$ cat src/rtl/sha1_pkg.sv
`default_nettype none

package sha1_pkg;

  typedef logic [31:0] word_t;

  // working variables of the compression, a in the top bits
  typedef struct packed {
    word_t a;
    word_t b;
    word_t c;
    word_t d;
    word_t e;
  } work_t;

  // control of the block buffer / schedule window
  typedef struct packed {
    logic load_byte;
    logic shift_word;
  } win_ctrl_t;

  localparam int unsigned BLOCK_BITS = 512;
  localparam int unsigned ROUND_W    = 7;
  localparam int unsigned FILL_W     = 6;
  localparam int unsigned DIGEST_W   = 160;

  localparam logic [ROUND_W-1:0] ROUNDS    = 7'd80;
  localparam logic [ROUND_W-1:0] ROUND_F1  = 7'd20;
  localparam logic [ROUND_W-1:0] ROUND_F2  = 7'd40;
  localparam logic [ROUND_W-1:0] ROUND_F3  = 7'd60;

  localparam logic [FILL_W-1:0] FILL_LAST = 6'd63;
  localparam logic [FILL_W-1:0] LEN_POS   = 6'd56;

  localparam logic [7:0] PAD_MARK = 8'h80;

  localparam word_t K0 = 32'h5A827999;
  localparam word_t K1 = 32'h6ED9EBA1;
  localparam word_t K2 = 32'h8F1BBCDC;
  localparam word_t K3 = 32'hCA62C1D6;

  localparam work_t H_INIT = '{
    a: 32'h67452301,
    b: 32'hEFCDAB89,
    c: 32'h98BADCFE,
    d: 32'h10325476,
    e: 32'hC3D2E1F0
  };

endpackage

`default_nettype wire

$ cat src/rtl/sha1_hash_engine_unit.sv
`default_nettype none

// Streaming SHA-1 (160-bit digest). Each input item is one message byte
// (tuser low) or a finish request (tuser high). The 64th byte of a block
// starts the compression, which runs one round per cycle through a single
// round unit and then folds the working variables into the hash words.
// A finish shifts the padding and the big-endian bit length in one byte per
// cycle, compresses once (when the length fits behind the pad mark) or twice
// (when a second block is needed), and then places the digest on the output.
// Input ready is low while a block or a finish is in progress.
// The digest sits in an output register, so bytes of the next message are
// taken while it waits; the digest of a second finish waits for it.
// After a finish the engine starts a new message.
module sha1_hash_engine_unit (
  input  logic                          clk_i,
  input  logic                          rst_ni,
  input  logic                          s_axis_tvalid_i,
  output logic                          s_axis_tready_o,
  input  logic [7:0]                    s_axis_tdata_i,  // [7:0] data_byte
  input  logic                          s_axis_tuser_i,  // [0] mode
  output logic                          m_axis_tvalid_o,
  input  logic                          m_axis_tready_i,
  // [31:0] digest_word0, [63:32] digest_word1, [95:64] digest_word2,
  // [127:96] digest_word3, [159:128] digest_word4
  output logic [sha1_pkg::DIGEST_W-1:0] m_axis_tdata_o
);
  import sha1_pkg::*;

  typedef enum logic [4:0] {
    ST_IDLE  = 5'b00001,
    ST_PAD   = 5'b00010,
    ST_ROUND = 5'b00100,
    ST_FOLD  = 5'b01000,
    ST_EMIT  = 5'b10000
  } state_e;

  state_e              state_q, state_d;
  logic [FILL_W-1:0]   fill_q, fill_d;
  logic [63:0]         bit_count_q, bit_count_d;
  logic [ROUND_W-1:0]  round_q, round_d;
  logic                fin_q, fin_d;
  logic                mark_q, mark_d;
  logic                len_ok_q, len_ok_d;
  logic                last_q, last_d;
  logic                out_valid_q, out_valid_d;
  work_t               hash_q, hash_d;
  work_t               work_q, work_d;
  logic [DIGEST_W-1:0] out_q, out_d;

  win_ctrl_t           win_ctrl;
  logic [7:0]          win_byte;
  word_t               w_cur;
  work_t               round_out;
  logic [63:0]         len_shift;
  logic [7:0]          pad_byte;
  logic                emit_go;

  sha1_window u_window (
    .clk_i  (clk_i),
    .ctrl_i (win_ctrl),
    .byte_i (win_byte),
    .w_o    (w_cur)
  );

  sha1_round u_round (
    .work_i  (work_q),
    .w_i     (w_cur),
    .round_i (round_q),
    .work_o  (round_out)
  );

  // length byte for position 56 + k is byte 7 - k of the bit count
  assign len_shift = bit_count_q >> {~fill_q[2:0], 3'b000};

  always_comb begin
    priority if (!mark_q) begin
      pad_byte = PAD_MARK;
    end else if (len_ok_q && (fill_q >= LEN_POS)) begin
      pad_byte = len_shift[7:0];
    end else begin
      pad_byte = 8'h00;
    end
  end

  assign emit_go = (state_q == ST_EMIT) && (!out_valid_q || m_axis_tready_i);

  always_comb begin
    state_d     = state_q;
    fill_d      = fill_q;
    bit_count_d = bit_count_q;
    round_d     = round_q;
    fin_d       = fin_q;
    mark_d      = mark_q;
    len_ok_d    = len_ok_q;
    last_d      = last_q;
    hash_d      = hash_q;
    work_d      = work_q;
    out_d       = out_q;
    out_valid_d = out_valid_q;
    win_ctrl    = '0;
    win_byte    = s_axis_tdata_i;

    if (out_valid_q && m_axis_tready_i) begin
      out_valid_d = 1'b0;
    end

    unique case (state_q)
      ST_IDLE: begin
        if (s_axis_tvalid_i) begin
          if (!s_axis_tuser_i) begin
            win_ctrl.load_byte = 1'b1;
            fill_d             = fill_q + 1'b1;
            bit_count_d        = bit_count_q + 64'd8;
            if (fill_q == FILL_LAST) begin
              work_d  = hash_q;
              round_d = '0;
              state_d = ST_ROUND;
            end
          end else begin
            fin_d    = 1'b1;
            mark_d   = 1'b0;
            len_ok_d = 1'b0;
            last_d   = 1'b0;
            state_d  = ST_PAD;
          end
        end
      end
      ST_PAD: begin
        win_ctrl.load_byte = 1'b1;
        win_byte           = pad_byte;
        fill_d             = fill_q + 1'b1;
        if (!mark_q) begin
          mark_d = 1'b1;
          if (fill_q < LEN_POS) begin
            len_ok_d = 1'b1;
          end
        end
        if (fill_q == FILL_LAST) begin
          // the block after an overflow block always carries the length
          last_d   = len_ok_q;
          len_ok_d = 1'b1;
          work_d   = hash_q;
          round_d  = '0;
          state_d  = ST_ROUND;
        end
      end
      ST_ROUND: begin
        win_ctrl.shift_word = 1'b1;
        work_d              = round_out;
        round_d             = round_q + 1'b1;
        if (round_q == ROUNDS - 1'b1) begin
          state_d = ST_FOLD;
        end
      end
      ST_FOLD: begin
        hash_d.a = hash_q.a + work_q.a;
        hash_d.b = hash_q.b + work_q.b;
        hash_d.c = hash_q.c + work_q.c;
        hash_d.d = hash_q.d + work_q.d;
        hash_d.e = hash_q.e + work_q.e;
        priority if (fin_q && last_q) begin
          state_d = ST_EMIT;
        end else if (fin_q) begin
          state_d = ST_PAD;
        end else begin
          state_d = ST_IDLE;
        end
      end
      ST_EMIT: begin
        if (emit_go) begin
          out_d       = {hash_q.e, hash_q.d, hash_q.c, hash_q.b, hash_q.a};
          out_valid_d = 1'b1;
          hash_d      = H_INIT;
          bit_count_d = '0;
          fin_d       = 1'b0;
          state_d     = ST_IDLE;
        end
      end
      default: begin
        state_d = ST_IDLE;
      end
    endcase
  end

  always_ff @(posedge clk_i or negedge rst_ni) begin
    if (!rst_ni) begin
      state_q     <= ST_IDLE;
      fill_q      <= '0;
      bit_count_q <= '0;
      round_q     <= '0;
      fin_q       <= 1'b0;
      mark_q      <= 1'b0;
      len_ok_q    <= 1'b0;
      last_q      <= 1'b0;
      out_valid_q <= 1'b0;
      hash_q      <= H_INIT;
    end else begin
      state_q     <= state_d;
      fill_q      <= fill_d;
      bit_count_q <= bit_count_d;
      round_q     <= round_d;
      fin_q       <= fin_d;
      mark_q      <= mark_d;
      len_ok_q    <= len_ok_d;
      last_q      <= last_d;
      out_valid_q <= out_valid_d;
      hash_q      <= hash_d;
    end
  end

  always_ff @(posedge clk_i) begin
    work_q <= work_d;
    out_q  <= out_d;
  end

  assign s_axis_tready_o = (state_q == ST_IDLE);
  assign m_axis_tvalid_o = out_valid_q;
  assign m_axis_tdata_o  = out_q;

`ifndef SYNTHESIS
  a_round_range: assert property (@(posedge clk_i) disable iff (!rst_ni)
    (state_q == ST_ROUND) |-> (round_q < ROUNDS))
    else $error("round counter out of range");

  a_block_boundary: assert property (@(posedge clk_i) disable iff (!rst_ni)
    ((state_q == ST_ROUND) && ($past(state_q) != ST_ROUND)) |-> (fill_q == '0))
    else $error("compression started off a block boundary");

  a_idle_no_finish: assert property (@(posedge clk_i) disable iff (!rst_ni)
    (state_q == ST_IDLE) |-> !fin_q)
    else $error("finish flag left set while idle");

  a_emit_restart: assert property (@(posedge clk_i) disable iff (!rst_ni)
    emit_go |=> ((bit_count_q == '0) && (fill_q == '0) && m_axis_tvalid_o))
    else $error("digest emitted without restarting the message");
`endif

endmodule

`default_nettype wire

$ cat src/rtl/sha1_round.sv
`default_nettype none

module sha1_round (
  input  sha1_pkg::work_t                     work_i,
  input  sha1_pkg::word_t                     w_i,
  input  logic [sha1_pkg::ROUND_W-1:0]        round_i,
  output sha1_pkg::work_t                     work_o
);
  import sha1_pkg::*;

  word_t f;
  word_t k;

  always_comb begin
    priority if (round_i < ROUND_F1) begin
      f = (work_i.b & work_i.c) | (~work_i.b & work_i.d);
      k = K0;
    end else if (round_i < ROUND_F2) begin
      f = work_i.b ^ work_i.c ^ work_i.d;
      k = K1;
    end else if (round_i < ROUND_F3) begin
      f = (work_i.b & work_i.c) | (work_i.b & work_i.d) | (work_i.c & work_i.d);
      k = K2;
    end else begin
      f = work_i.b ^ work_i.c ^ work_i.d;
      k = K3;
    end
  end

  always_comb begin
    work_o.a = {work_i.a[26:0], work_i.a[31:27]} + f + work_i.e + w_i + k;
    work_o.b = work_i.a;
    work_o.c = {work_i.b[1:0], work_i.b[31:2]};
    work_o.d = work_i.c;
    work_o.e = work_i.d;
  end

endmodule

`default_nettype wire

$ cat src/rtl/sha1_window.sv
`default_nettype none

// Block buffer that turns into the message schedule window: bytes shift in at
// the bottom, and during the rounds the top word is the current schedule word.
module sha1_window (
  input  logic                 clk_i,
  input  sha1_pkg::win_ctrl_t  ctrl_i,
  input  logic [7:0]           byte_i,
  output sha1_pkg::word_t      w_o
);
  import sha1_pkg::*;

  logic [BLOCK_BITS-1:0] win_q, win_d;
  word_t                 w_next;

  // W[t+16] from W[t+13], W[t+8], W[t+2], W[t]
  always_comb begin
    word_t x;
    x = win_q[BLOCK_BITS-1-32*13 -: 32] ^ win_q[BLOCK_BITS-1-32*8 -: 32]
      ^ win_q[BLOCK_BITS-1-32*2 -: 32] ^ win_q[BLOCK_BITS-1 -: 32];
    w_next = {x[30:0], x[31]};
  end

  always_comb begin
    win_d = win_q;
    if (ctrl_i.load_byte) begin
      win_d = {win_q[BLOCK_BITS-9:0], byte_i};
    end else if (ctrl_i.shift_word) begin
      win_d = {win_q[BLOCK_BITS-33:0], w_next};
    end
  end

  always_ff @(posedge clk_i) begin
    win_q <= win_d;
  end

  assign w_o = win_q[BLOCK_BITS-1 -: 32];

endmodule

`default_nettype wire
$ cat config.mk
export PLATFORM = sky130hd
export DESIGN_NAME = sha1_hash_engine_unit
export DESIGN_NICKNAME = d
export VERILOG_FILES = /design/src/rtl/sha1_pkg.sv /design/src/rtl/sha1_hash_engine_unit.sv /design/src/rtl/sha1_round.sv /design/src/rtl/sha1_window.sv
export SDC_FILE = /design/constraint.sdc
export NUM_CORES = 2
export LEC_CHECK = 0
export BUFFER_PORTS_ARGS = -buffer_cell sky130_fd_sc_hd__buf_2
export CAP_MARGIN = 0
export CELL_PAD_IN_SITES_DETAIL_PLACEMENT = 0
export CELL_PAD_IN_SITES_GLOBAL_PLACEMENT = 2
export CORE_MARGIN = 2
export CORE_UTILIZATION = 44
export CTS_CLUSTER_DIAMETER = 120
export DETAILED_ROUTE_END_ITERATION = 16
export PLACE_DENSITY_LB_ADDON = 0.1
export SYNTH_ARGS = -nofsm -noshare
export SYNTH_HDL_FRONTEND = slang
export SYNTH_SLANG_ARGS = --single-unit
$ cat constraint.sdc
create_clock -name clk_i -period 32.2 [get_ports clk_i]
set_input_delay 1.61 -clock clk_i [delete_from_list [all_inputs] [get_ports clk_i]]
set_output_delay 1.61 -clock clk_i [all_outputs]
set_load 0.02 [all_outputs]
==> results.toml <==
[power_and_ir_drop]
power_density_nw_per_um2 = 74.3
totalPowerFinal_mw = 4.72
ir_worst_vdd_v = 0.0000503
leakagePower_nw = 27.5

[sta]
min_period_over_period_pct = 20.7
rsz0062_at_grt = "no"
worst_pin_slew_ps = 1050
drv_slew = 0
hold_viol_final = 0
setup_tns_ps = 0
slew_headroom_pct = 30.3
max_freq_mhz = 150
fin_skew_ps = 31.5
setup-violations-final = 0
min_period_ps = 6660

[yosys]
netlist_top_cells_count = "nand2_1, edfxtp_1, inv_1, nor2_1, o21ai_0"
yosysSeqAreaShare_pct = 54.7
synth_fp_nets = 5834
synthFlopType = "edfxtp_1"
yosysUniqueCellTypes = 75
synthCells = 5499
synth.most_common_cell = "nand2_1"
async_reset_ff_share_pct = 22.7
ys_ff_latch = 1076
postSynthAreaPerCell_sq_um = 10.4
synth_edf_count = 832
synth_top_area_share_pct = 43.8
yosysTopAreaCell = "edfxtp_1"
synth_warnings = 0
syn_area_sq_um = 57000
ys_top_cells_by_area = "edfxtp_1, nand2_1, dfrtp_1, ha_1, fa_1"

[clock_tree]
cts_made_buffers = 119
cts_setup_buffers = 0
clockBufferDepth = 3
post_cts_resized = 0
clk_pin_slew_ps = 60
cts_sinks = 1076
holdBufCountCts = 0
root_buffer = "clkbuf_16"
h-tree-depth = 3
cts_tree = "yes"
insertion_delay_ps = 750

[routing]
ant_nets = 0
wl_per_cell_um = 21.6
vias = 39600
drt_iter0_markers = 2798
drc = 0
routed_wl_um = 161000
vias_per_cell = 5.31
drt_pass1_iterations = 5

[floorplanning]
die_y_um = 364
core-area_sq_um = 129000
std_cell_rows = 132
start_util_pct = 44.2
fp.dieArea_sq_um = 132000
ios = 175
die_w_um = 364

[status]
status = "completed"

[cells_and_area]
final_layout_size_suffix_gt1_share_pct = 10.2
design_area_sq_um = 63500
finish.utilization_pct = 49.3
areaGrowthSynthToFinish_pct = 11.5
nNetsFinal = 5951
diodes = 0

[placed_design]
gp_congestion = 0.947
placed_area_sq_um = 59700
hpwl_um = 114000
numPortBuffers = 174

[critical_path]
r2r_cells = 20
cp_max_fo = 21
critical_path_class = "reg -> reg"
required_ps = 32650
crit_path_start_kind = "flip-flop"
crit_arrival_ps = 7110
worstSetupEndpointType = "flip-flop"

[worst_hold_path]
whs_path_depth = 1
hold_path.class = "reg -> reg"

[global_routing]
grt_max_degree = 197
overflow = 0
track_usage_pct = 24.3
grt_pass1_wl_um = 244000
grt_pass1_vias = 39500
antenna_found_initial = 2

[run]
drv_cap = 0
-- per-layer routing --
layer	track usage [%]	share of wire, %	vias to the layer above
met2	41.6	49	766
met3	3.10	3.9	234
li1	-	-	19200
met1	31.5	43	19500
met4	8.81	3.5	0
met5	0	0	-
-- kinds of logic (layout without fill, tap and decap cells) --
group,after synthesis,after routing,synth area share [%]
and+or+nand+nor,2263,2263,16.1
DFF,1076,1076,54.7
AOI/OAI and AO/OA,866,866,9.26
buffers and inverters,508,727,3.35
adders and majority gates,322,322,8.61
xor gates and xnor gates,321,321,4.93
muxes,143,143,2.98
-- worst max-delay path, stage by stage, from the launching register on --
cell      delay, ps
dfrtp_1         430
o21ai_0         200
or3_1           680
nand2_1         630
inv_1           820
a221oi_1        210
fa_1            550
inv_1            40
ha_1            220
inv_1            70
fa_1            210
nor2b_1          70
o31a_1          300
o211ai_1        320
a21oi_1         180
o21ai_1         410
nor3_1          120
or4_1           450
o211ai_1        150
mux2i_1         220
o21ai_1          70
-- layout make-up --
class                   instances  area (sq um)
fillers                     12000         65500
flip-flops and latches       1076         31200
multi-input cells            3915         24000
clock buffers                 161          3250
well taps                    1742          2180
repair buffers                215          1240
inverters                     289          1090
clock inverters                62           618
-- where the power goes --
group / leakage (nW) / switching (mW) / internal (mW)
logic: 14.6 / 0.800 / 0.419
clock network: 1.87 / 0.581 / 0.772
registers: 11.0 / 0.190 / 1.96
total: 27.5 / 1.57 / 3.15
-- metrics by stage --
stage	hold WS, ps	worst slack, ps	cells
after floorplan	439	17620	5499
after global placement	458	25780	7237
after detailed placement	466	25720	7237
after CTS	500	25680	7460
after global routing	507	25000	7460
final	499	25540	7460
-- layout by cell type (no fill, tap or decap), types with 87 or more instances in the layout --
cell type,count
dfrtp_1,163
xor2_1,117
o21ai_0,276
xnor2_1,204
nor2_1,280
fa_1,117
buf_2,173
edfxtp_1,832
a21oi_1,237
inv_1,286
ha_1,205
nand2_1,1650
clkbuf_16,120
nand3_1,87
-- path summary, 6_finish.rpt --
kind                                   startpoint                      end  slack, ps
max                        round_q[4]$_DFFE_PN0P_    work_q[159]$_DFFE_PP_      25540
min                         fill_q[5]$_DFFE_PN0P_    fill_q[5]$_DFFE_PN0P_        500
max reg2reg                round_q[4]$_DFFE_PN0P_    work_q[159]$_DFFE_PP_      25540
min reg2reg                 fill_q[5]$_DFFE_PN0P_    fill_q[5]$_DFFE_PN0P_        500
max in group asynchronous                  rst_ni  hash_q[132]$_DFFE_PN0P_      29490
min in group asynchronous                  rst_ni   hash_q[54]$_DFFE_PN0P_        810
-- state kept, by name, summed over array words and instances (netlist names) --
name / cells
u_window.win_q: 512
hash_q: 160
m_axis_tdata_o: 160
work_q: 160
bit_count_q: 61
round_q: 7
fill_q: 6
state_q: 5
fin_q: 1
last_q: 1
len_ok_q: 1
m_axis_tvalid_o: 1
mark_q: 1
No activity file was read; power rests on OpenSTA's default activity.
